## config.mk

```make
export PLATFORM = sky130hd
export DESIGN_NAME = morse_code_keyer_core
export DESIGN_NICKNAME = d
export VERILOG_FILES = /design/src/rtl/mck_pkg.sv /design/src/rtl/morse_code_keyer_core.sv /design/src/rtl/mck_front.sv /design/src/rtl/mck_queue.sv /design/src/rtl/mck_back.sv
export VERILOG_INCLUDE_DIRS = /design/src /design/src/rtl
export SDC_FILE = /design/constraint.sdc
export NUM_CORES = 1
export LEC_CHECK = 0
export BUFFER_PORTS_ARGS = -buffer_cell sky130_fd_sc_hd__buf_2
export CAP_MARGIN = 20
export CELL_PAD_IN_SITES_DETAIL_PLACEMENT = 1
export CELL_PAD_IN_SITES_GLOBAL_PLACEMENT = 1
export CORE_MARGIN = 2
export CORE_UTILIZATION = 46
export DETAILED_ROUTE_END_ITERATION = 10
export PLACE_DENSITY = 0.8
export SLEW_MARGIN = 20
export SYNTH_ARGS = -nofsm -noshare
export SYNTH_HDL_FRONTEND = slang
export SYNTH_SLANG_ARGS = --single-unit
```

## constraint.sdc

```tcl
create_clock -name clock -period 5.28 [get_ports clock]
set_clock_uncertainty 0.2 [all_clocks]
set_input_delay 0.528 -clock clock [delete_from_list [all_inputs] [get_ports clock]]
set_output_delay 0.528 -clock clock [all_outputs]
set_load 0.02 [all_outputs]
```

## src/rtl/morse_code_keyer_core_macros.svh

```systemverilog
// Assertion macros shared by the Morse keyer RTL.
// Used by mck_queue and mck_back; no other dependencies.
`ifndef MORSE_CODE_KEYER_CORE_MACROS_SVH
`define MORSE_CODE_KEYER_CORE_MACROS_SVH

`ifndef SYNTHESIS

// antecedent in a cycle implies consequent in the same cycle
`define MCK_ASSERT_IMPLIES(label, clk, rst, ante, cons) \
   label: assert property (@(posedge clk) disable iff (rst) (ante) |-> (cons)) \
      else $error("keyer check failed: same-cycle implication");

// antecedent in a cycle implies consequent in the next cycle
`define MCK_ASSERT_NEXT(label, clk, rst, ante, cons) \
   label: assert property (@(posedge clk) disable iff (rst) (ante) |=> (cons)) \
      else $error("keyer check failed: next-cycle implication");

`else

`define MCK_ASSERT_IMPLIES(label, clk, rst, ante, cons)
`define MCK_ASSERT_NEXT(label, clk, rst, ante, cons)

`endif

`endif

```

## src/rtl/mck_pkg.sv

```systemverilog
// Shared types, constants and the letter table of the Morse keyer.
// No dependencies.
`default_nettype none

package mck_pkg;

   localparam int UNIT_TICKS_WIDTH = 24;
   localparam logic [UNIT_TICKS_WIDTH-1:0] UNIT_TICKS_RESET = 24'd100000;

   localparam int QUEUE_DEPTH = 2;

   localparam logic [7:0] CHAR_SPACE   = 8'h20;
   localparam logic [7:0] CHAR_UPPER_A = 8'h41;
   localparam logic [7:0] CHAR_UPPER_Z = 8'h5A;
   localparam logic [7:0] CHAR_LOWER_A = 8'h61;
   localparam logic [7:0] CHAR_LOWER_Z = 8'h7A;
   localparam logic [7:0] CASE_OFFSET  = 8'h20;

   // request class decided by the front
   localparam logic [1:0] KIND_TICK   = 2'd0;
   localparam logic [1:0] KIND_LETTER = 2'd1;
   localparam logic [1:0] KIND_SPACE  = 2'd2;
   localparam logic [1:0] KIND_BAD    = 2'd3;

   typedef struct packed {
      logic [1:0] kind;
      logic [2:0] code_length;
      logic [3:0] code_pattern;   // bit i = symbol i, 1 = dash
   } entry_type;

   // length in bits 6..4, pattern (first symbol in bit 0) in bits 3..0
   function automatic logic [6:0] letter_code(input logic [4:0] index);
      logic [6:0] code;
      unique case (index)
         5'd0:    code = 7'h22;
         5'd1:    code = 7'h41;
         5'd2:    code = 7'h45;
         5'd3:    code = 7'h31;
         5'd4:    code = 7'h10;
         5'd5:    code = 7'h44;
         5'd6:    code = 7'h33;
         5'd7:    code = 7'h40;
         5'd8:    code = 7'h20;
         5'd9:    code = 7'h4E;
         5'd10:   code = 7'h35;
         5'd11:   code = 7'h42;
         5'd12:   code = 7'h23;
         5'd13:   code = 7'h21;
         5'd14:   code = 7'h37;
         5'd15:   code = 7'h46;
         5'd16:   code = 7'h4B;
         5'd17:   code = 7'h32;
         5'd18:   code = 7'h30;
         5'd19:   code = 7'h11;
         5'd20:   code = 7'h34;
         5'd21:   code = 7'h48;
         5'd22:   code = 7'h36;
         5'd23:   code = 7'h49;
         5'd24:   code = 7'h4D;
         5'd25:   code = 7'h43;
         default: code = 7'h00;
      endcase
      return code;
   endfunction

endpackage

`default_nettype wire

```

## src/rtl/morse_code_keyer_core.sv

```systemverilog
// Top level of the Morse keyer: front classifier, request queue and back sequencer.
// Depends on mck_pkg, mck_front, mck_queue and mck_back.
`default_nettype none

// Morse keyer core. Each request is either a timer tick (command 0) or a character
// to send (command 1); every request yields exactly one response carrying the lamp
// state after it, the busy flag, and a rejected flag for a character refused
// because the keyer was busy or the character is not a letter or space. The block
// takes one request per clock while the queue is not full: the front folds case and
// reads the letter table in the cycle of acceptance and writes a two-entry queue,
// and the back pops one entry per clock while the response register is empty or
// being taken, updating the unit counter and symbol sequencer and loading the
// response register in the same cycle. Each response is registered after the queue,
// and the block keeps accepting while a response waits to be taken until the queue
// fills. csr_write_data sets the tick count per Morse unit (0 acts as 1); write it
// only while the keyer is idle. No init sweep after reset.
module morse_code_keyer_core
   import mck_pkg::*;
#(
   parameter int UNIT_COUNT_WIDTH = 24
) (
   input  wire logic                        clock,
   input  wire logic                        reset,
   input  wire logic                        req_valid,
   output logic                             req_ready,
   input  wire logic                        req_command,
   input  wire logic [7:0]                  req_char_code,
   output logic                             rsp_valid,
   input  wire logic                        rsp_ready,
   output logic                             rsp_dot_lamp,
   output logic                             rsp_dash_lamp,
   output logic                             rsp_busy_res,
   output logic                             rsp_rejected,
   input  wire logic                        csr_write_enable,
   input  wire logic [UNIT_TICKS_WIDTH-1:0] csr_write_data
);

   logic      queue_full;
   logic      push;
   entry_type push_entry;
   logic      pop;
   logic      head_valid;
   entry_type head_entry;

   mck_front u_front (
      .req_valid     (req_valid),
      .req_ready     (req_ready),
      .req_command   (req_command),
      .req_char_code (req_char_code),
      .queue_full    (queue_full),
      .push          (push),
      .push_entry    (push_entry)
   );

   mck_queue u_queue (
      .clock      (clock),
      .reset      (reset),
      .push       (push),
      .push_entry (push_entry),
      .pop        (pop),
      .full       (queue_full),
      .head_valid (head_valid),
      .head_entry (head_entry)
   );

   mck_back #(
      .UNIT_COUNT_WIDTH (UNIT_COUNT_WIDTH)
   ) u_back (
      .clock            (clock),
      .reset            (reset),
      .csr_write_enable (csr_write_enable),
      .csr_write_data   (csr_write_data),
      .head_valid       (head_valid),
      .head_entry       (head_entry),
      .pop              (pop),
      .rsp_valid        (rsp_valid),
      .rsp_ready        (rsp_ready),
      .rsp_dot_lamp     (rsp_dot_lamp),
      .rsp_dash_lamp    (rsp_dash_lamp),
      .rsp_busy_res     (rsp_busy_res),
      .rsp_rejected     (rsp_rejected)
   );

endmodule

`default_nettype wire

```

## src/rtl/mck_front.sv

```systemverilog
// Front of the keyer: takes requests, folds case and looks up the letter code.
// Depends on mck_pkg.
`default_nettype none

module mck_front
   import mck_pkg::*;
(
   input  wire logic       req_valid,
   output logic            req_ready,
   input  wire logic       req_command,
   input  wire logic [7:0] req_char_code,
   input  wire logic       queue_full,
   output logic            push,
   output entry_type       push_entry
);

   logic [7:0] folded;
   logic [7:0] offset;
   logic [6:0] code;

   always_comb begin
      folded = req_char_code;
      if (req_char_code >= CHAR_LOWER_A && req_char_code <= CHAR_LOWER_Z) begin
         folded = req_char_code - CASE_OFFSET;
      end
      offset = folded - CHAR_UPPER_A;
      code   = letter_code(offset[4:0]);

      push_entry.code_length  = code[6:4];
      push_entry.code_pattern = code[3:0];
      if (!req_command) begin
         push_entry.kind = KIND_TICK;
      end else if (folded == CHAR_SPACE) begin
         push_entry.kind = KIND_SPACE;
      end else if (folded >= CHAR_UPPER_A && folded <= CHAR_UPPER_Z) begin
         push_entry.kind = KIND_LETTER;
      end else begin
         push_entry.kind = KIND_BAD;
      end
   end

   assign req_ready = !queue_full;
   assign push      = req_valid && !queue_full;

endmodule

`default_nettype wire

```

## src/rtl/mck_queue.sv

```systemverilog
// Short queue of classified requests between the front and the back.
// Depends on mck_pkg and the keyer macro header.
`default_nettype none
`include "morse_code_keyer_core_macros.svh"

module mck_queue
   import mck_pkg::*;
(
   input  wire logic      clock,
   input  wire logic      reset,
   input  wire logic      push,
   input  wire entry_type push_entry,
   input  wire logic      pop,
   output logic           full,
   output logic           head_valid,
   output entry_type      head_entry
);

   localparam int PTR_W   = (QUEUE_DEPTH > 1) ? $clog2(QUEUE_DEPTH) : 1;
   localparam int COUNT_W = $clog2(QUEUE_DEPTH + 1);
   localparam logic [COUNT_W-1:0] DEPTH_COUNT = COUNT_W'(QUEUE_DEPTH);
   localparam logic [PTR_W-1:0]   LAST_PTR    = PTR_W'(QUEUE_DEPTH - 1);

   entry_type          slot_ff [QUEUE_DEPTH];
   logic [PTR_W-1:0]   rd_ptr_ff, rd_ptr_in;
   logic [PTR_W-1:0]   wr_ptr_ff, wr_ptr_in;
   logic [COUNT_W-1:0] count_ff, count_in;

   always_comb begin
      rd_ptr_in = rd_ptr_ff;
      wr_ptr_in = wr_ptr_ff;
      count_in  = count_ff;
      if (push) begin
         wr_ptr_in = (wr_ptr_ff == LAST_PTR) ? '0 : wr_ptr_ff + PTR_W'(1);
      end
      if (pop) begin
         rd_ptr_in = (rd_ptr_ff == LAST_PTR) ? '0 : rd_ptr_ff + PTR_W'(1);
      end
      if (push && !pop) begin
         count_in = count_ff + COUNT_W'(1);
      end else if (pop && !push) begin
         count_in = count_ff - COUNT_W'(1);
      end
   end

   always_ff @(posedge clock) begin
      if (reset) begin
         rd_ptr_ff <= '0;
         wr_ptr_ff <= '0;
         count_ff  <= '0;
      end else begin
         rd_ptr_ff <= rd_ptr_in;
         wr_ptr_ff <= wr_ptr_in;
         count_ff  <= count_in;
      end
   end

   always_ff @(posedge clock) begin
      if (push) begin
         slot_ff[wr_ptr_ff] <= push_entry;
      end
   end

   assign full       = (count_ff == DEPTH_COUNT);
   assign head_valid = (count_ff != '0);
   assign head_entry = slot_ff[rd_ptr_ff];

   `MCK_ASSERT_IMPLIES(a_no_push_when_full, clock, reset, count_ff == DEPTH_COUNT, !push)
   `MCK_ASSERT_IMPLIES(a_no_pop_when_empty, clock, reset, count_ff == '0, !pop)
   `MCK_ASSERT_NEXT(a_push_only_fills, clock, reset, push && !pop, count_ff != '0)

endmodule

`default_nettype wire

```

## src/rtl/mck_back.sv

```systemverilog
// Back of the keyer: symbol sequencer, unit timer and the response register.
// Depends on mck_pkg and the keyer macro header.
`default_nettype none
`include "morse_code_keyer_core_macros.svh"

module mck_back
   import mck_pkg::*;
#(
   parameter int UNIT_COUNT_WIDTH = 24
) (
   input  wire logic                        clock,
   input  wire logic                        reset,
   input  wire logic                        csr_write_enable,
   input  wire logic [UNIT_TICKS_WIDTH-1:0] csr_write_data,
   input  wire logic                        head_valid,
   input  wire entry_type                   head_entry,
   output logic                             pop,
   output logic                             rsp_valid,
   input  wire logic                        rsp_ready,
   output logic                             rsp_dot_lamp,
   output logic                             rsp_dash_lamp,
   output logic                             rsp_busy_res,
   output logic                             rsp_rejected
);

   localparam int W = UNIT_COUNT_WIDTH;
   // compare width with one spare bit so both sides always get zero extension
   localparam int CMP_W = ((W > UNIT_TICKS_WIDTH) ? W : UNIT_TICKS_WIDTH) + 1;

   localparam logic [1:0] PH_IDLE = 2'd0;
   localparam logic [1:0] PH_MARK = 2'd1;
   localparam logic [1:0] PH_GAP  = 2'd2;
   localparam logic [1:0] PH_END  = 2'd3;

   logic [UNIT_TICKS_WIDTH-1:0] unit_ticks_ff;
   logic [3:0]   code_pattern_ff, code_pattern_in;
   logic [2:0]   code_length_ff, code_length_in;
   logic [2:0]   symbol_index_ff, symbol_index_in;
   logic [1:0]   phase_ff, phase_in;
   logic [W-1:0] unit_counter_ff, unit_counter_in;
   logic [2:0]   units_left_ff, units_left_in;

   logic         rsp_valid_ff, rsp_valid_in;
   logic         dot_ff, dash_ff, busy_ff, rejected_ff;

   logic [W:0]       count_inc;
   logic [W-1:0]     count_next;
   logic [CMP_W-1:0] count_ext;
   logic [CMP_W-1:0] ticks_ext;
   logic             unit_done;
   logic [2:0]       units_dec;
   logic [2:0]       next_index;
   logic             reject;
   logic             dash_now;
   logic             idle_tick_pop;

   assign pop = head_valid && (!rsp_valid_ff || rsp_ready);

   always_comb begin
      code_pattern_in = code_pattern_ff;
      code_length_in  = code_length_ff;
      symbol_index_in = symbol_index_ff;
      phase_in        = phase_ff;
      unit_counter_in = unit_counter_ff;
      units_left_in   = units_left_ff;
      reject          = 1'b0;

      count_inc  = {1'b0, unit_counter_ff} + (W + 1)'(1);
      count_next = count_inc[W-1:0];
      count_ext  = CMP_W'(count_next);
      ticks_ext  = CMP_W'(unit_ticks_ff);
      // zero length acts as one, and a unit longer than the counter ends on wrap
      unit_done  = (count_next == '0) || (count_ext >= ticks_ext);
      units_dec  = (units_left_ff != 3'd0) ? units_left_ff - 3'd1 : 3'd0;
      next_index = symbol_index_ff + 3'd1;

      if (pop) begin
         unique case (head_entry.kind)
            KIND_TICK: begin
               if (phase_ff != PH_IDLE) begin
                  unit_counter_in = unit_done ? '0 : count_next;
                  if (unit_done) begin
                     if (units_dec != 3'd0) begin
                        units_left_in = units_dec;
                     end else begin
                        unique case (phase_ff)
                           PH_MARK: begin
                              phase_in      = PH_GAP;
                              units_left_in = 3'd1;
                           end
                           PH_GAP: begin
                              symbol_index_in = next_index;
                              if (next_index < code_length_ff) begin
                                 phase_in      = PH_MARK;
                                 units_left_in = code_pattern_ff[next_index[1:0]] ?
                                                 3'd3 : 3'd1;
                              end else begin
                                 phase_in      = PH_END;
                                 units_left_in = 3'd3;
                              end
                           end
                           PH_END: begin
                              phase_in      = PH_IDLE;
                              units_left_in = 3'd0;
                           end
                           PH_IDLE: begin
                              phase_in = PH_IDLE;
                           end
                        endcase
                     end
                  end
               end
            end
            KIND_SPACE: begin
               if (phase_ff != PH_IDLE) begin
                  reject = 1'b1;
               end else begin
                  unit_counter_in = '0;
                  symbol_index_in = 3'd0;
                  code_pattern_in = 4'd0;
                  code_length_in  = 3'd0;
                  phase_in        = PH_END;
                  units_left_in   = 3'd7;
               end
            end
            KIND_LETTER: begin
               if (phase_ff != PH_IDLE) begin
                  reject = 1'b1;
               end else begin
                  unit_counter_in = '0;
                  symbol_index_in = 3'd0;
                  code_pattern_in = head_entry.code_pattern;
                  code_length_in  = head_entry.code_length;
                  phase_in        = PH_MARK;
                  units_left_in   = head_entry.code_pattern[0] ? 3'd3 : 3'd1;
               end
            end
            KIND_BAD: begin
               reject = 1'b1;
               if (phase_ff == PH_IDLE) begin
                  unit_counter_in = '0;
                  symbol_index_in = 3'd0;
               end
            end
         endcase
      end

      dash_now = code_pattern_in[symbol_index_in[1:0]];

      // hold a response until it is taken, load a fresh one on every pop
      rsp_valid_in = pop ? 1'b1 : (rsp_ready ? 1'b0 : rsp_valid_ff);
   end

   always_ff @(posedge clock) begin
      if (reset) begin
         unit_ticks_ff   <= UNIT_TICKS_RESET;
         code_pattern_ff <= '0;
         code_length_ff  <= '0;
         symbol_index_ff <= '0;
         phase_ff        <= PH_IDLE;
         unit_counter_ff <= '0;
         units_left_ff   <= '0;
         rsp_valid_ff    <= 1'b0;
      end else begin
         if (csr_write_enable) begin
            unit_ticks_ff <= csr_write_data;
         end
         code_pattern_ff <= code_pattern_in;
         code_length_ff  <= code_length_in;
         symbol_index_ff <= symbol_index_in;
         phase_ff        <= phase_in;
         unit_counter_ff <= unit_counter_in;
         units_left_ff   <= units_left_in;
         rsp_valid_ff    <= rsp_valid_in;
      end
   end

   always_ff @(posedge clock) begin
      if (pop) begin
         dot_ff      <= (phase_in == PH_MARK) && !dash_now;
         dash_ff     <= (phase_in == PH_MARK) && dash_now;
         busy_ff     <= (phase_in != PH_IDLE);
         rejected_ff <= reject;
      end
   end

   assign rsp_valid     = rsp_valid_ff;
   assign rsp_dot_lamp  = dot_ff;
   assign rsp_dash_lamp = dash_ff;
   assign rsp_busy_res  = busy_ff;
   assign rsp_rejected  = rejected_ff;

   assign idle_tick_pop = pop && (head_entry.kind == KIND_TICK) && (phase_ff == PH_IDLE);

   `MCK_ASSERT_IMPLIES(a_idle_no_units, clock, reset, phase_ff == PH_IDLE, units_left_ff == 3'd0)
   `MCK_ASSERT_IMPLIES(a_busy_has_units, clock, reset, phase_ff != PH_IDLE, units_left_ff != 3'd0)
   `MCK_ASSERT_IMPLIES(a_one_lamp, clock, reset, rsp_valid_ff, !(dot_ff && dash_ff))
   `MCK_ASSERT_NEXT(a_idle_tick_stays, clock, reset, idle_tick_pop, phase_ff == PH_IDLE)

endmodule

`default_nettype wire

```

# After elaboration in Yosys (flattened, before gate mapping)
# Memories as Yosys holds them, arrays and structs flattened. A register that Yosys moved wholly into a read port is not among the register bits.
# Cells that the tools add are included.
# word_totals
regBits	72
latch_bits	0
mem_bits_rw	18
mem_bits_ro	224
inputBits	38
elab_cells	146
memories	2
# classes
n_addsub	9
multipliers	0
div_mod_pow	0
n_lt_le_gt_ge	8
n_eq_ne	18
shift	0
muxes	60
bitwise_logic	0
reduce_logical	33
# mem_list
memory	words	width	rd	rd_ports_with_merged_regs	write_ports	line_no	text
(no name shown)	32	7	1	0	0	mck_pkg.sv:34	unique case (index)
u_queue.slot_ff	2	9	1	1	1	mck_queue.sv:24	entry_type slot_ff [QUEUE_DEPTH];
# ops
op	n
24-bit 2-to-1 mux	4
24-bit one-hot mux with 3 select lines	1
3-bit 2-to-1 mux	15
2-bit 2-to-1 mux	15
3-bit one-hot mux with 3 select lines	3
24-bit by 1-bit adder with 24-bit output (second input constant)	1
24-bit greater-or-equal comparator	1
24-bit logical NOT	1
8-bit by 7-bit greater-or-equal comparator with 1-bit output (second input constant)	2
8-bit by 7-bit <= comparator with 1-bit output (second input constant)	2
7-bit AND reduction	2
4-bit 2-to-1 mux	3
2-bit one-hot mux with 3 select lines	2
2-bit nonzero test	6
1-bit 2-to-1 mux	11
2-bit == test (second input constant)	5
2-bit inequality test (second input constant)	5
3-bit nonzero test	3
8-bit by 6-bit == test with 1-bit output (second input constant)	1
1-bit logical AND	8
8-bit 2-to-1 mux	1
4-bit one-hot mux with 2 select lines	1
4-bit AND reduction	2
8-bit by 6-bit subtractor with 8-bit output (second input constant)	1
18 further kinds	32

# Depth between registers and ports, before layout
# Gate-level depths: netlist (run 1).
# logic_depth
word_depth	12
depth_mapped	17
ltp_nobuf	16

# Cells and area by module
# A second synthesis (run 1) with hierarchy kept.
# unflattened
hier_cells	754
area_unflattened_um2	6343.6
# by_module_without_submodules
module	n_inst	cells_each	area_per_inst_um2	seq_area_each_um2
mck_back	1	569	4634.4	1401.3
mck_queue	1	50	857.1	640.6
mck_front	1	135	852.1	0.0

# Worst setup path before layout (run 1)
# Ideal clock, no wire load.
# synth_timing
kind	reg2reg
start	register u_back.unit_counter_ff[4]
end	register u_back.dash_ff (netlist: u_back.rsp_dash_lamp) (data pin)
setup_ns	0.255
arrival_time_ns	3.905
t_required_ns	4.825
slack_ns	0.921
stages_incl_launch_ff	17
path_buffers	2
period_less_slack_ns	4.359
cell_sequence	dfxtp_1 > buf_2 > nand4_4 > or4_1 > buf_2 > or4_4 > xor2_1 > inv_1 > ha_1 > a21o_1 > a21o_1 > a21oi_1 > a21o_2 > a21oi_1 > or4b_1 > and4_4 > o21ba_1
# synth_via
elab_chain_len	10
word_cells_on_any_way	16
cone_classes	1 x add/sub; 1 x order compare; 1 x eq/ne; 10 x mux; 3 x reduce/logical
# synth_rtl
element	line_no	text
start: declaration	mck_back.sv:40	logic [W-1:0] unit_counter_ff, unit_counter_in;
start signal: assignment	mck_back.sv:172	unit_counter_ff <= unit_counter_in;
24-bit by 1-bit adder with 24-bit output (*)	mck_back.sv:68	count_inc = {1'b0, unit_counter_ff} + (W + 1)'(1);
24-bit greater-or-equal comparator or 24-bit logical NOT (tied branches)	mck_back.sv:73	unit_done = (count_next == '0) || (count_ext >= ticks_ext);
1-bit logical OR (*)	mck_back.sv:73	
3-bit 2-to-1 mux	mck_back.sv:82	if (unit_done) begin
3-bit 2-to-1 mux	mck_back.sv:80	if (phase_ff != PH_IDLE) begin
3-bit one-hot mux with 3 select lines	mck_back.sv:78	unique case (head_entry.kind)
2-bit 2-to-1 mux	mck_back.sv:77	if (pop) begin
1-bit binary-select mux with 2-bit select	mck_back.sv:148	dash_now = code_pattern_in[symbol_index_in[1:0]];
1-bit 2-to-1 mux (not written as such)	mck_back.sv:148	
1-bit logical AND (*)	mck_back.sv:181	dash_ff <= (phase_in == PH_MARK) && dash_now;
end signal: assignment	mck_back.sv:181	
end: declaration	mck_back.sv:44	logic dot_ff, dash_ff, busy_ff, rejected_ff;
# Every way passes the cells marked *; elsewhere a longest branch is shown, timed or not. The select of a mux whose other input is x is not followed.
# A chain may end at the register's enable or synchronous reset.

# Worst setup path after layout (run 1)
# Same ends and word-level chain as after synthesis.

==> metrics.yaml, run 1 <==
clock_network:
  numCtsBuffers: 9
  cts.sinks: 91
  clk_pin_slew_worst_paths_ns: 0.07
  root_buffer: "clkbuf_16"
  cts_setup_buffers: 0
  cts_tree: "built"
  cts_resized: 0
  clk_latency_ns: 0.36
  cts_max_level: 3
  cts_buffer_depth: 2
  holdBufCountCts: 0
sta:
  rsz0062_at_grt: "false"
  setup_viol: 0
  period_share_pct: 90.5
  hold_viol: 0
  setup-tns-final_ns: 0
  drv_slew: 0
  max-slew-margin-rel_pct: 28.9
  finalCriticalPeriod_ns: 4.78
  worst_slack_ns: 0.499
  fin_hold_ws_ns: 0.195
  tightest_slew_ns: 1.07
  fmaxAchievable_mhz: 209
finish:
  final_core_util_pct: 52.4
  finalInstanceArea_um2: 6670
  layout.nets: 831
  layout-drive-gt1-share_pct: 11.9
  antenna_cells: 0
  syn2layout_area_growth_pct: 10.6
  fin_cells: 918
floorplanning:
  core_um2: 12700
  start_util_pct: 47.4
  die_area_um2: 14000
  dieWidth_um: 119
  num_rows: 41
  ios: 44
  die_h_um: 119
worst_setup_path:
  path_class: "reg2reg"
  required_ns: 5.20
  crit_chain: "nand4_4 -> or4_1 -> or4_4 -> xor2_1 -> inv_1 -> ha_1 -> a21o_1 -> a21o_1 -> a21oi_1 -> a21o_2 -> a21oi_1 -> or4b_1 -> and4_4 -> o21ba_1"
  crit_fanout: 9
  cpPeakStageDelay_ns: 0.68
  critPathBufInv: 1
  critPathLaunchType: "register"
  slowest_stage: "or4_1"
  end_kind: "register"
  cp.arrival_ns: 4.70
  critPathTopFamily: "simple AND/OR/NAND/NOR gates"
logic_synthesis:
  synth_top_family_by_area: "simple AND/OR/NAND/NOR gates"
  syn_avg_cell_area_um2: 8.36
  synth_mux_area_share_pct: 6.59
  syn_area_um2: 6030
  yosysSeqAreaShare_pct: 33.8
  yosys.area_share.simple_pct: 21.7
  synth_compound_area_share_pct: 16.3
  syn_inst: 722
  yosysWarnings: 0
  synthXorXnorAreaFrac_pct: 4.94
  ys_types: 70
  synth_fa_ha_area_share_pct: 10.8
  synth-edff-count: 22
  async_flop_share_pct: 0
  syn_nets: 812
  synth_ff_type: "dfxtp_1"
  ys_ff_latch: 91
route:
  drc: 0
  wl_met1_mm: 6.94
  routed.top_layer: "met5"
  antenna_left: 0
  dr.pass1.iters: 7
  routed_via_density: 5.85
  wl_met3_um: 685
  drt-total-wl_mm: 16.5
  dr_total_vias: 5372
  drt_iter0_drc: 252
  dr_wl_met2_mm: 8.34
  wl_per_cell_um: 18.0
power_and_ir_drop:
  p_per_area_nw_per_um2: 371
  total_power_mw: 2.47
  ir_worst_vdd_uv: 301
  p_leak_nw: 2.81
global_routing:
  antenna_found_initial: 1
  overflow: 0
  grt.total_usage_pct: 24.2
  grt_pass1_wl_mm: 27.5
  grt_max_degree: 65
  grt_pass1_vias: 5673
min_path:
  worst_hold_path_type: "in2reg"
placed_design:
  dpl.hpwl_mm: 12.2
  io_buffers: 43
  place_inst: 902
  dp_slack_ns: 0.525
  postPlaceCellArea_um2: 6350
  gp_congestion: 0.884
flow_run:
  maxCapViolCount: 0
status:
  run_status: "finished clean"
==> metal layers <==
| metal | vias to the layer above | global-route usage [%] |
|---|---|---|
| met4 | 2 | 11.9 |
| li1 | 2597 | - |
| met2 | 131 | 42.9 |
| met1 | 2603 | 28.0 |
| met5 | - | 0 |
| met3 | 39 | 4.20 |
==> cells in the final DEF (no fill, tap or decap), types with 3 or more instances in the layout <==
master,n
a2111oi_0,3
a211oi_1,5
a21o_1,6
a21oi_1,61
a221oi_1,3
a31oi_1,4
and3_1,9
buf_2,43
buf_4,6
clkbuf_16,9
dfxtp_1,69
edfxtp_1,22
ha_1,52
inv_1,49
inv_8,3
mux2_2,4
mux2i_1,33
nand2_1,58
nand2b_1,9
nand3_1,37
nand3b_1,6
nand4_1,9
nor2_1,74
nor2b_1,3
nor3_1,15
nor3b_1,3
nor4_1,10
o211ai_1,12
o21ai_0,33
o31ai_1,4
or3_1,5
xnor2_1,16
xor2_1,18
==> power by group <==
part / leakage, nW / total, mW / internal [mW] / switching [mW]
sequential: 0.773 / 0.893 / 0.823 / 0.0699
clock: 0.154 / 0.694 / 0.382 / 0.313
combinational: 1.88 / 0.884 / 0.290 / 0.594
==> worst paths after layout <==
kind | startpoint | end | slack [ns] | cells after the start
max | u_back.unit_counter_ff[4] | u_back.rsp_dash_lamp | 0.50 | 14
min reg2reg | u_back.unit_ticks_ff[10] | u_back.unit_ticks_ff[10] | 0.30 | 2
min | csr_write_data[16] | u_back.unit_ticks_ff[16] | 0.19 | 3
max reg2reg | u_back.unit_counter_ff[4] | u_back.rsp_dash_lamp | 0.50 | 14
==> final cells by class <==
class / instances / area, um^2
fillers: 1571 / 6050
multi-input cells: 540 / 3640
flip-flops and latches: 91 / 2040
repair buffers: 49 / 260
clock buffers: 9 / 225
well taps: 172 / 215
inverters: 50 / 188
clock inverters: 7 / 96.3
==> kinds of logic after synthesis <==
group / after synthesis
fa+ha+maj: 52
compound gates: 158
xor+xnor: 34
flops: 91
mux: 38
simple gates: 258
buf+inv: 91
==> tightest hold or removal path, delay by kind of cell <==
family	cells	cell delay, ns
simple gates	1	0.05
compound gates	1	0.07
buf+inv	1	0.08
==> sequential cells by signal (all words and copies together), names as in the netlist, 2 cells and up, named ones only <==
signal / cells
u_back.unit_ticks_ff: 24
u_queue.count_ff: 2
u_back.code_length_ff: 3
u_back.phase_ff: 2
u_back.unit_counter_ff: 24
u_queue.slot_ff: 18
u_back.units_left_ff: 3
u_back.code_pattern_ff: 4
u_back.symbol_index_ff: 3
==> cells in the mapped netlist, types with 3 or more instances <==
cell type,n,area share [%]
clkbuf_1,27,1.7
buf_1,6,0.37
nand2_1,58,3.6
nor3_1,15,1.2
xnor2_1,16,2.3
edfxtp_1,22,11
o31ai_1,4,0.50
mux2i_1,33,5.5
inv_1,49,3.0
xor2_1,18,2.6
a2111oi_0,3,0.44
and3_1,9,0.93
nand3_1,37,3.1
a21oi_1,62,5.1
nor2_1,74,4.6
a21o_1,6,0.75
mux2_2,4,0.75
ha_1,52,11
o211ai_1,12,1.5
a211oi_1,5,0.62
nor2b_1,3,0.31
nand2b_1,9,0.93
a31oi_1,4,0.41
dfxtp_1,69,23
buf_2,8,0.66
o21ai_0,33,2.7
nor3b_1,3,0.37
a221oi_1,3,0.44
nor4_1,10,1.0
nand3b_1,6,0.75
or3_1,5,0.52
nand4_1,9,0.93
Note: power is estimated with default switching activity, not from simulation.
==> inputs of run 2 (changes only) <==
--- a/config.mk
+++ b/config.mk
@@ -10,6 +10,7 @@
 export CAP_MARGIN = 20
 export CELL_PAD_IN_SITES_DETAIL_PLACEMENT = 1
 export CELL_PAD_IN_SITES_GLOBAL_PLACEMENT = 1
+export CORE_ASPECT_RATIO = 0.9
 export CORE_MARGIN = 2
 export CORE_UTILIZATION = 46
 export DETAILED_ROUTE_END_ITERATION = 10
==> run 2 against run 1 <==
Compared with the run above:
- flip-flop and latch count stayed put
- hold slack better by 0.0040 ns
- sequential share of layout area is 0.058 points higher
- critical path depth stayed put
- non-clock buffer count is 1 higher
- die area hardly changed
- cell count is 0.76% lower
- register-to-register slack hardly changed
- global-route usage is 0.24 points lower
- critical path type unchanged
- first-iteration DRC count is 11% lower
==> metrics.yaml, run 2 (synthesis results as in run 1) <==
sta:
  max-slew-margin-rel_pct: 37.2  # +8.3 points
  finalCriticalPeriod_ns: 4.79  # +0.00927 ns
  drv_slew: 0  # unchanged
  setup-tns-final_ns: 0  # unchanged
  fmaxAchievable_mhz: 209  # -0.19%
  tightest_slew_ns: 0.936  # -0.131 ns
  setup_viol: 0  # unchanged
  rsz0062_at_grt: "false"
  hold_viol: 0  # unchanged
  period_share_pct: 90.7  # +0.18 points
min_path:
  worst_hold_path_type: "in2reg"
worst_setup_path:
  required_ns: 5.19  # about the same
  cp.arrival_ns: 4.70  # about the same
  crit_fanout: 9  # unchanged
  crit_chain: "nand4_4 -> or4_1 -> or4_4 -> xor2_1 -> inv_1 -> ha_1 -> a21o_1 -> a21o_1 -> a21oi_1 -> a21o_2 -> a21oi_1 -> or4b_1 -> and4_4 -> o21ba_1"
  end_kind: "register"
  critPathLaunchType: "register"
  slowest_stage: "or4_1"
  path_class: "reg2reg"
  cpPeakStageDelay_ns: 0.70  # +0.02 ns
finish:
  fin_cells: 911  # -0.76%
  layout_commonest_cell: "nor2_1"
  mostFrequentLayoutCells: "nor2_1, dfxtp_1, a21oi_1"
  antenna_cells: 0  # unchanged
  top_regs: "u_back.unit_counter_ff: 24 flops, u_back.unit_ticks_ff: 24 flops, u_queue.slot_ff: 18 flops"
  finalInstanceArea_um2: 6660  # -0.19%
  fillCellCount: 1548  # -1.5%
  multi_input_area_um2: 3640  # -0.10%
  ff_latch_area_um2: 2040  # unchanged
  layout-drive-gt1-share_pct: 11.6  # -0.28 points
  syn2layout_area_growth_pct: 10.3
  final_core_util_pct: 52.3  # -0.15 points
  layout.nets: 832  # +0.12%
global_routing:
  antenna_found_initial: 0  # -1
  grt_pass1_vias: 5577  # -1.7%
  grt_pass1_wl_mm: 27.4  # -0.33%
  grt_max_degree: 38  # -42%
  grt.total_usage_pct: 24.0  # -0.24 points
  overflow: 0  # unchanged
flow_run:
  maxCapViolCount: 0  # unchanged
clock_network:
  cts.sinks: 91  # unchanged
  cts_tree: "built"
  root_buffer: "clkbuf_16"
  cts_setup_buffers: 0  # unchanged
  numCtsBuffers: 9  # unchanged
  cts_resized: 0  # unchanged
  holdBufCountCts: 0  # unchanged
  clk_latency_ns: 0.35  # about the same
  cts_max_level: 3  # unchanged
  cts_buffer_depth: 2  # unchanged
  clk_pin_slew_worst_paths_ns: 0.07  # about the same
floorplanning:
  die_h_um: 113  # -5.0%
  dieWidth_um: 125  # +5.2%
  ios: 44  # unchanged
  core_um2: 12700  # +0.11%
  start_util_pct: 47.4  # -0.051 points
  num_rows: 39  # -4.9%
  die_area_um2: 14000  # about the same
route:
  dr_total_vias: 5311  # -1.1%
  dr.pass1.iters: 4  # -3
  drt_iter0_drc: 224  # -11%
  drc: 0  # unchanged
  antenna_left: 0  # unchanged
  wl_per_cell_um: 17.8  # -1.1%
  drt-total-wl_mm: 16.2  # -1.8%
  routed_via_density: 5.83  # -0.38%
placed_design:
  postPlaceCellArea_um2: 6340  # about the same
  io_buffers: 43  # unchanged
  dpl.hpwl_mm: 11.9  # -2.0%
  place_inst: 895  # -0.78%
  gp_congestion: 0.835  # -5.6%
power_and_ir_drop:
  p_leak_nw: 2.81  # about the same
  p_per_area_nw_per_um2: 370  # about the same
  total_power_mw: 2.47  # -0.22%
  ir_worst_vdd_uv: 268  # -11%
status:
  run_status: "finished clean"
## run 2: changes by cell type in the layout (fill, tap and decap cells not counted), sizes merged
cell,delta
inv,-1
buf,+1
bufinv,+1
## run 2: layer usage
metal  part of all wire (%)  vias up  global-route usage, %
met5                      0        -                      0
met4                    2.5        0                   8.84
met3                    3.7       27                   3.96
met2                     51       93                   43.3
met1                     43     2584                   28.8
li1                       -     2607                      -
## run 2: area by class of cell
cell class                 instances  area share [%]
sequential                        91            30.7
clock buffer                       9            3.38
inverter                          50            2.82
timing repair buffer              50            4.02
clock inverter                     7            1.35
tap                              164            3.08
multi-input combinational        540            54.7
## run 2: power breakdown
part / total [mW] / switching [mW] / internal, mW
sequential: 0.891 / 0.0678 / 0.823
combinational: 0.878 / 0.584 / 0.294
clock: 0.697 / 0.283 / 0.414
## run 2: worst max-delay path: cells and delay by family, from the launching register on
kind	cells	cell delay [ns]
simple gates	5	2.24
compound gates	6	1.00
flops	1	0.54
fa+ha+maj	1	0.30
xor+xnor	1	0.21
buf+inv	1	0.07
## run 2: metrics by stage
stage	hold WS, ns	setup slack, ns
floorplan	0.249	0.921
global placement	0.273	0.607
detailed placement	0.287	0.511
CTS	0.195	0.505
global route	0.216	0.0993
finish	0.199	0.490
## run 2: path summary, 6_finish.rpt
| path | from | end | slack, ns | cells after the start |
|---|---|---|---|---|
| max | u_back.unit_counter_ff[4] | u_back.rsp_dash_lamp | 0.49 | 14 |
| min | csr_write_data[9] | u_back.unit_ticks_ff[9] | 0.20 | 3 |
| max reg2reg | u_back.unit_counter_ff[4] | u_back.rsp_dash_lamp | 0.49 | 14 |
| min reg2reg | u_back.code_length_ff[2] | u_back.code_length_ff[2] | 0.29 | 2 |
==> inputs of run 3 (changes only) <==
--- a/config.mk
+++ b/config.mk
@@ -14,6 +14,7 @@
 export CORE_MARGIN = 2
 export CORE_UTILIZATION = 46
 export DETAILED_ROUTE_END_ITERATION = 10
+export GPL_TIMING_DRIVEN = 0
 export PLACE_DENSITY = 0.8
 export SLEW_MARGIN = 20
 export SYNTH_ARGS = -nofsm -noshare
==> run 3 against run 2 <==
Compared with the run above:
- die area unchanged
- clock-buffer cell count unchanged
- flip-flop and latch count unchanged
- power decreased by 0.90%
- largest cell class unchanged
- hold slack improved by 0.0016 ns
- critical path type unchanged
- fmax decreased by 5.4%
- setup slack got worse by 0.27 ns
- highest routed layer unchanged
- global-route usage increased by 0.85 points
- utilization increased by 1.1 points
- non-clock buffer count increased by 34
- cell count increased by 3.7%
- sequential share of layout area decreased by 0.61 points
==> metrics.yaml, run 3 (synthesis results as in run 1) <==
status:
  run_status: "finished clean"
worst_setup_path:
  crit_chain: "buf_2 -> nand4_4 -> or4_1 -> buf_2 -> or4_4 -> xor2_1 -> inv_1 -> ha_1 -> a21o_1 -> a21o_1 -> a21oi_1 -> and2_0 -> and3_1 -> clkbuf_1 -> buf_2 -> nand3_1 -> a21oi_1"
  cp.arrival_ns: 5.13  # +0.43 ns
  critPathTopFamily: "simple AND/OR/NAND/NOR gates"
  r2r_cells: 17  # +3
  rr_endpoint: "u_back.unit_counter_ff[9]"
  critPathLaunchType: "register"
  crit_fanout: 10  # +1
  r2r-start: "u_back.unit_counter_ff[4]"
  required_ns: 5.35  # +0.16 ns
  slowest_stage: "or4_1"
  path_common_cell: "buf_2"
  path_class: "reg2reg"
  end_kind: "register"
  cpPeakStageDelay_ns: 0.58  # -0.12 ns
  regToRegSetupSlack_ns: 0.22  # -0.27 ns
  critPathBufInv: 5  # +4
placed_design:
  dpl.hpwl_mm: 12.7  # +6.9%
  postPlaceCellArea_um2: 6430  # +1.4%
  io_buffers: 39  # -9.3%
  gp_congestion: 0.889  # +6.5%
floorplanning:
  num_rows: 39  # unchanged
  die_area_um2: 14000  # unchanged
  die_h_um: 113  # unchanged
  dieWidth_um: 125  # unchanged
  core_um2: 12700  # unchanged
  ios: 44  # unchanged
  start_util_pct: 47.4  # unchanged
clock_network:
  clk_pin_slew_worst_paths_ns: 0.07  # about the same
  numCtsBuffers: 9  # unchanged
  holdBufCountCts: 0  # unchanged
  root_buffer: "clkbuf_16"
  cts_max_level: 3  # unchanged
  cts_tree: "built"
  cts_buffer_depth: 2  # unchanged
  cts.sinks: 91  # unchanged
  clk_latency_ns: 0.35  # about the same
sta:
  period_share_pct: 95.9  # +5.2 points
  setup_viol: 0  # unchanged
  tightest_slew_ns: 0.754  # -0.182 ns
  finalCriticalPeriod_ns: 5.06  # +0.275 ns
  max-slew-margin-rel_pct: 49.5  # +12 points
  drv_slew: 0  # unchanged
  hold_viol: 0  # unchanged
  fmaxAchievable_mhz: 197  # -5.4%
finish:
  top_regs: "u_back.unit_counter_ff: 24 flops, u_back.unit_ticks_ff: 24 flops, u_queue.slot_ff: 18 flops"
  syn2layout_area_growth_pct: 12.6
  finalInstanceArea_um2: 6790  # +2.0%
  layout-drive-gt1-share_pct: 11.7  # about the same
  layout_commonest_cell: "nor2_1"
  layout.nets: 866  # +4.1%
  antenna_cells: 0  # unchanged
  mostFrequentLayoutCells: "nor2_1, dfxtp_1, a21oi_1"
  final_core_util_pct: 53.3  # +1.1 points
power_and_ir_drop:
  ir_worst_vdd_uv: 266  # -0.86%
  p_per_area_nw_per_um2: 360  # -2.9%
  p_leak_nw: 2.90  # +3.1%
global_routing:
  antenna_found_initial: 0  # unchanged
  grt_max_degree: 16  # -58%
  grt.total_usage_pct: 24.8  # +0.85 points
  grt_pass1_wl_mm: 28.3  # +3.3%
  overflow: 0  # unchanged
  grt_pass1_vias: 5718  # +2.5%
route:
  antenna_left: 0  # unchanged
  routed_via_density: 5.86  # +0.60%
  wl_per_cell_um: 18.2  # +2.2%
  dr.pass1.iters: 4  # unchanged
  dr_total_vias: 5542  # +4.3%
  drt-total-wl_mm: 17.2  # +6.1%
  drc: 0  # unchanged
  drt_iter0_drc: 294  # +31%
min_path:
  min_to: "u_back.unit_ticks_ff[7]"
  worst_hold_path_type: "in2reg"
  hold_path_startpoint: "csr_write_data[7]"
  holdPathStages: 3  # unchanged
flow_run:
  maxCapViolCount: 0  # unchanged
## run 3: layer usage
| layer | part of all wire, % | vias up | global-route usage [%] |
|---|---|---|---|
| li1 | - | 2668 | - |
| met1 | 43 | 2710 | 30.4 |
| met2 | 50 | 140 | 45.0 |
| met3 | 4.9 | 24 | 4.00 |
| met4 | 1.8 | 0 | 7.34 |
| met5 | 0 | - | 0 |
## run 3: final cells by class
cell class | count | area, um^2
fill | 1558 | 5940
multi-input combinational | 540 | 3680
sequential | 91 | 2040
clock buffer | 9 | 225
timing repair buffer | 43 | 225
tap | 164 | 205
inverter | 50 | 188
buffer | 41 | 164
clock inverter | 7 | 67.6
## run 3: worst max path at each step
stage | endpoint | startpoint | depth (start not counted)
2_1_floorplan | u_back.rsp_dash_lamp | u_back.unit_counter_ff[4] | 16
6_report | u_back.unit_counter_ff[9] | u_back.unit_counter_ff[4] | 17
3_5_place_dp | u_back.rsp_dash_lamp | u_back.unit_counter_ff[4] | 16
4_1_cts | u_back.rsp_dash_lamp | u_back.unit_counter_ff[0] | 15
3_3_place_gp | u_back.rsp_dash_lamp | u_back.unit_counter_ff[4] | 16
5_1_grt | u_back.unit_counter_ff[9] | u_back.unit_counter_ff[4] | 17
## run 3: worst register-to-register path, stage by stage (launching register included)
cell,delay [ns]
dfxtp_1,0.31
buf_2,0.22
nand4_4,0.25
or4_1,0.59
buf_2,0.18
or4_4,0.58
xor2_1,0.23
inv_1,0.08
ha_1,0.31
a21o_1,0.16
a21o_1,0.17
a21oi_1,0.19
and2_0,0.31
and3_1,0.21
clkbuf_1,0.28
buf_2,0.33
nand3_1,0.16
a21oi_1,0.21
## run 3: per-stage QoR
stage	power [mW]	hold WS, ns	setup TNS [ns]	std cells	worst slack [ns]
2_1_floorplan	1.50	0.249	0	722	0.921
3_3_place_gp	1.74	0.274	0	925	0.0741
3_5_place_dp	1.79	0.283	-0.0567	925	-0.0567
4_1_cts	2.45	0.194	0	941	0.113
5_1_grt	2.59	0.205	-0.114	945	-0.0602
6_report	2.44	0.200	0	945	0.215
## run 3: what timing repair did
item	CTS	global route
pin swaps	0	2
setup endpoints to repair	2	14
resized for setup	2	4
setup buffers	0	4
## run 3: report_power, final
| part | total (mW) | switching, mW | internal, mW | leakage [nW] |
|---|---|---|---|---|
| registers | 0.877 | 0.0543 | 0.823 | 0.773 |
| clock network | 0.654 | 0.288 | 0.366 | 0.139 |
| logic | 0.913 | 0.625 | 0.288 | 1.98 |
